**src/gpbtb_pkg.sv**
```systemverilog
`default_nettype none

package gpbtb_pkg;

	localparam int HISTORY_BITS_DEF  = 10;
	localparam int TABLE_ENTRIES_DEF = 1024;
	localparam int BTB_ENTRIES_DEF   = 64;

	localparam int PC_W     = 32;
	localparam int IDX_W    = 10;
	localparam int CFG_W    = 7;
	localparam int PC_SHIFT = 3;

	localparam logic [CFG_W-1:0] CFG_RESET = 7'd64;
	localparam logic [1:0]       CTR_INIT  = 2'd2;
	localparam logic [1:0]       CTR_MAX   = 2'd3;
	localparam logic [1:0]       CTR_MIN   = 2'd0;

	localparam logic ACT_PREDICT = 1'b0;
	localparam logic ACT_UPDATE  = 1'b1;

	typedef struct packed {
		logic            action;
		logic [PC_W-1:0] pc;
		logic [IDX_W-1:0] saved_index;
		logic            outcome_taken;
		logic [PC_W-1:0] resolved_target;
	} in_t;

	typedef struct packed {
		logic [IDX_W-1:0] table_index;
		logic             predict_taken;
		logic             target_found;
		logic [PC_W-1:0]  predicted_target;
	} out_t;

	typedef struct packed {
		logic cap;
		logic clr;
		logic ctr_rd;
		logic ctr_use;
		logic ctr_wr;
		logic srch_clr;
		logic srch_step;
		logic srch_done;
		logic btb_wr;
		logic out_ld;
	} cmd_t;

	typedef struct packed {
		logic upd;
		logic pred;
		logic hit;
		logic last;
		logic clr_last;
	} sts_t;

endpackage

`default_nettype wire

```
**src/gpbtb_ctrl.sv**
```systemverilog
`default_nettype none

module gpbtb_ctrl (
	input  wire              clk,
	input  wire              arst_n,
	input  wire              in_valid,
	output logic             in_ready,
	output logic             out_valid,
	input  wire              out_ready,
	input  gpbtb_pkg::sts_t  sts,
	output gpbtb_pkg::cmd_t  cmd
);

	typedef enum logic [2:0] {
		ST_CLEAR,
		ST_IDLE,
		ST_CTR_RD,
		ST_CTR_USE,
		ST_SEARCH,
		ST_BTB_WR,
		ST_FINISH
	} state_t;

	state_t state_q;
	logic   out_valid_q;
	logic   srch_end;

	assign srch_end = sts.hit | sts.last;

	always_comb begin
		cmd           = '0;
		cmd.cap       = (state_q == ST_IDLE) && in_valid;
		cmd.clr       = (state_q == ST_CLEAR);
		cmd.ctr_rd    = (state_q == ST_CTR_RD);
		cmd.ctr_use   = (state_q == ST_CTR_USE);
		cmd.ctr_wr    = (state_q == ST_CTR_USE) && sts.upd;
		cmd.srch_clr  = (state_q == ST_CTR_USE);
		cmd.srch_step = (state_q == ST_SEARCH);
		cmd.srch_done = (state_q == ST_SEARCH) && srch_end;
		cmd.btb_wr    = (state_q == ST_BTB_WR);
		cmd.out_ld    = (state_q == ST_FINISH) && (!out_valid_q || out_ready);
	end

	assign in_ready  = (state_q == ST_IDLE);
	assign out_valid = out_valid_q;

	always_ff @(posedge clk or negedge arst_n) begin
		if (!arst_n) begin
			state_q     <= ST_CLEAR;
			out_valid_q <= 1'b0;
		end else begin
			out_valid_q <= cmd.out_ld || (out_valid_q && !out_ready);
			case (state_q)
				ST_CLEAR: begin
					if (sts.clr_last)
						state_q <= ST_IDLE;
				end
				ST_IDLE: begin
					if (in_valid)
						state_q <= ST_CTR_RD;
				end
				ST_CTR_RD: begin
					state_q <= ST_CTR_USE;
				end
				ST_CTR_USE: begin
					// not-taken predictions skip the btb
					if (sts.upd || sts.pred)
						state_q <= ST_SEARCH;
					else
						state_q <= ST_FINISH;
				end
				ST_SEARCH: begin
					if (srch_end)
						state_q <= sts.upd ? ST_BTB_WR : ST_FINISH;
				end
				ST_BTB_WR: begin
					state_q <= ST_FINISH;
				end
				ST_FINISH: begin
					if (cmd.out_ld)
						state_q <= ST_IDLE;
				end
				default: begin
					state_q <= ST_IDLE;
				end
			endcase
		end
	end

endmodule

`default_nettype wire

```
**config.mk**
```make
export PLATFORM = sky130hd
export DESIGN_NAME = gpbtb_ctrl
export DESIGN_NICKNAME = d
export VERILOG_FILES = /design/src/gpbtb_pkg.sv /design/src/gpbtb_ctrl.sv
export SDC_FILE = /design/constraint.sdc
export NUM_CORES = 1
export LEC_CHECK = 0
export BUFFER_PORTS_ARGS = -buffer_cell sky130_fd_sc_hd__buf_2
export CORE_AREA = 2 2 39 41
export CTS_CLUSTER_SIZE = 8
export DETAILED_ROUTE_END_ITERATION = 12
export DIE_AREA = 0 0 41 43
export SLEW_MARGIN = 20
export SYNTH_ARGS = -nofsm -noshare
export SYNTH_HDL_FRONTEND = slang
export SYNTH_SLANG_ARGS = --single-unit
```
**constraint.sdc**
```tcl
create_clock -name clk -period 4.45 [get_ports clk]
set_input_delay 0.445 -clock clk [delete_from_list [all_inputs] [get_ports clk]]
set_output_delay 0.445 -clock clk [all_outputs]
set_load 0.05 [all_outputs]
```
==> reports/qor.csv <==
stage;metric;value;unit
routing;drt total wl;840;um
grt;number of global-route vias before repair;330;
sta;Rel. slew slack;79.1;%
die;area of the core region;1380;um^2
sta;Post-Route Hold Slack;0.0109;ns
worst_setup_path;cell-by-cell trace of the critical path;or3b_4 > nor2_1 > buf_2;
worst_setup_path;CP Launch Type;register;
yosys;post-synthesis area per instance;8.30;um^2
placement;Placed Cells incl. Taps;78;
worst_setup_path;number of buffer and inverter stages on the critical path;1;
die;# IOs;21;
clock_tree;Post-CTS Setup Bufs;0;
worst_setup_path;Max FO, Critical Path;12;
sta;Max Slew Vio Count;0;
routing;vias per inst;4.64;
yosys;flop and latch count out of synthesis;4;
sta;Setup Viol. Count Final;0;
placement;Final Wtd Congestion;0.786;
sta;final hold violation count;0;
power;power density over cell area;716;nW/um^2
clock_tree;clock sinks;4;
grt;overall global routing resource usage;11.4;%
clock_tree;clk buf depth;2;
finish;most common library cell in the layout ignoring fill and taps;buf_2;
yosys;Distinct cells, synth;26;
sta;RSZ-0062 raised after global routing;no;
worst_setup_path;cell family with most CP delay;simple AND/OR/NAND/NOR gates;
yosys;share of the synthesized area in the top cell type;26.2;%
clock_tree;clock root buffer;clkbuf_4;
grt;maximum number of pins on one net before global-route repair;13;
sta;Setup WS post-layout;2.46;ns
power;total power of the final layout;0.350;mW
sta;final worst path period need;1.99;ns
grt;grt ovf;0;
worst_setup_path;endpoint kind of the worst setup timing path;output pin;
worst_setup_path;cell with the biggest individual delay on the critical path;dfrtp_1;
finish;post-route standard cell area excluding fillers;489;um^2
yosys;Net Count, Synth;56;
routing;number of iterations in the first detailed-routing pass;2;
run_status;outcome;completed;
sta;sum of negative setup slack;0;ns
clock_tree;clock insertion delay at the later pin of the skew report;0.23;ns
yosys;Yosys warning total;0;
clock_tree;clock tree from TritonCTS;done;
die;Std-Cell Rows;14;
worst_setup_path;Worst Setup Path Type;register to output pin;
grt;number of antenna violations at the first check in global routing;0;
clock_tree;count of cells resized by post-cts repair;0;
finish;net count reported at finish;77;
placement;sum of net half-perimeters after detailed placement;658;um
sta;post-route clock skew;0.000204;ns
power;leakage power summed over all cells;0.255;nW
clock_tree;number of buffers added by the clock tree synthesis step;3;
clock_tree;Post-CTS Hold Fix Bufs;0;
finish;final core utilization;35.4;%
yosys;number of enable-type register cells in the synthesized netlist;0;
yosys;post-synthesis instance area;382;um^2
sta;actual slew at the worst max-slew pin;0.314;ns
die;die area;1760;um^2
placement;worst-case setup slack after placement;2.70;ns
grt;global-route wire length before repair;1350;um
clock_tree;register clock-pin slew on the reported worst setup and hold paths;0.04;ns
worst_setup_path;max incr delay on CP;0.48;ns
worst_setup_path;required time reported for the critical path endpoint;4.01;ns
worst_setup_path;slack of the worst reg-to-reg path;2.79;ns
yosys;Seq/Total Area, Yosys;26.2;%
finish;number of standard cells in the layout, taps in and fillers out;81;
yosys;post-synthesis instance total;46;
power;maximum vdd ir drop;334;uV
routing;per-cell routed wire length;10.4;um
routing;violation count after the first detailed-route iteration;2;
worst_hold_path;class of the tightest hold or removal check;input pin to async pin;
job;max_cap viols;0;
placement;instance area at placement;467;um^2
yosys;top cells by area, synth;dfrtp_1, o32ai_4, buf_6;
finish;layout cells sized above 1;38.5;%
routing;ANT nets after route;0;
sta;maximum frequency from static timing analysis;503;MHz
sta;share of the clock period used by the worst path;44.7;%
finish;leading cell types in the layout, fill and taps excluded;buf_2, nor2_1, dfrtp_1;
die;initial standard-cell utilization of the core;27.6;%
yosys;cell type with the highest aggregate area in the netlist;dfrtp_1;
routing;number of remaining DRC errors;0;
die;Die Span Y;43;um
yosys;Main synth FF type;dfrtp_1;
finish;number of inserted diodes;0;
worst_setup_path;CP arrival;1.54;ns
yosys;Async SR Flop Fraction;100;%
finish;relative area change from synthesis to final layout;28.2;%
placement;I/O Buffers;20;
clock_tree;number of levels the H-tree was split into;1;
routing;via count of the routed design;376;
die;die width;41;um
cells in the mapped netlist (2+ instances only):
cell      count
and2_1        2
dfrtp_1       4
and3_1        2
nand2_1       2
buf_6         2
nand2b_1      3
o211ai_1      2
nor3_1        3
inv_1         3
nor2_1        6
o21ai_1       2
routing by layer:
metal / wire length [um] / global-route usage [%] / up-vias
met5: 0 / 0 / -
met4: 14 / 10.0 / 0
met3: 49 / 1.57 / 2
met2: 375 / 14.1 / 15
met1: 401 / 16.2 / 157
li1: - / - / 202
registers in the layout, summed over array words and instances (netlist names):
name / cells
out_valid: 1
state_q: 3
where the power goes:
part	internal [mW]	switching, mW	leakage [nW]
Clock	0.0302	0.0145	0.0138
Sequential	0.0474	0.0275	0.0530
Combinational	0.0675	0.163	0.188
kinds of logic after synthesis:
family	count (synthesis)	synth area share, %
flip-flops	4	26.2
buffers and inverters	7	12.1
AND/OR/NAND/NOR	22	31.8
AO/OA/AOI/OAI	12	26.6
adder cells (fa/ha/maj)	1	3.28
layout make-up:
type                    instances  area, um^2
fillers                       158         895
well taps                      16        20.0
multi-input cells              35         235
inverters                       3        11.3
clock buffers                   3        22.5
flip-flops and latches          4         100
repair buffers                 20         100
final timing paths:
check	startpoint	endpoint	cells after the start
max in group asynchronous	arst_n	state_q[2]	1
setup reg to reg	state_q[1]	state_q[0]	5
setup / recovery	state_q[0]	cmd[2]	3
min in group clk	in_valid	state_q[0]	4
hold reg to reg	out_valid	out_valid	2
hold / removal	arst_n	out_valid	1
Note: power is estimated with default switching activity, not from simulation.
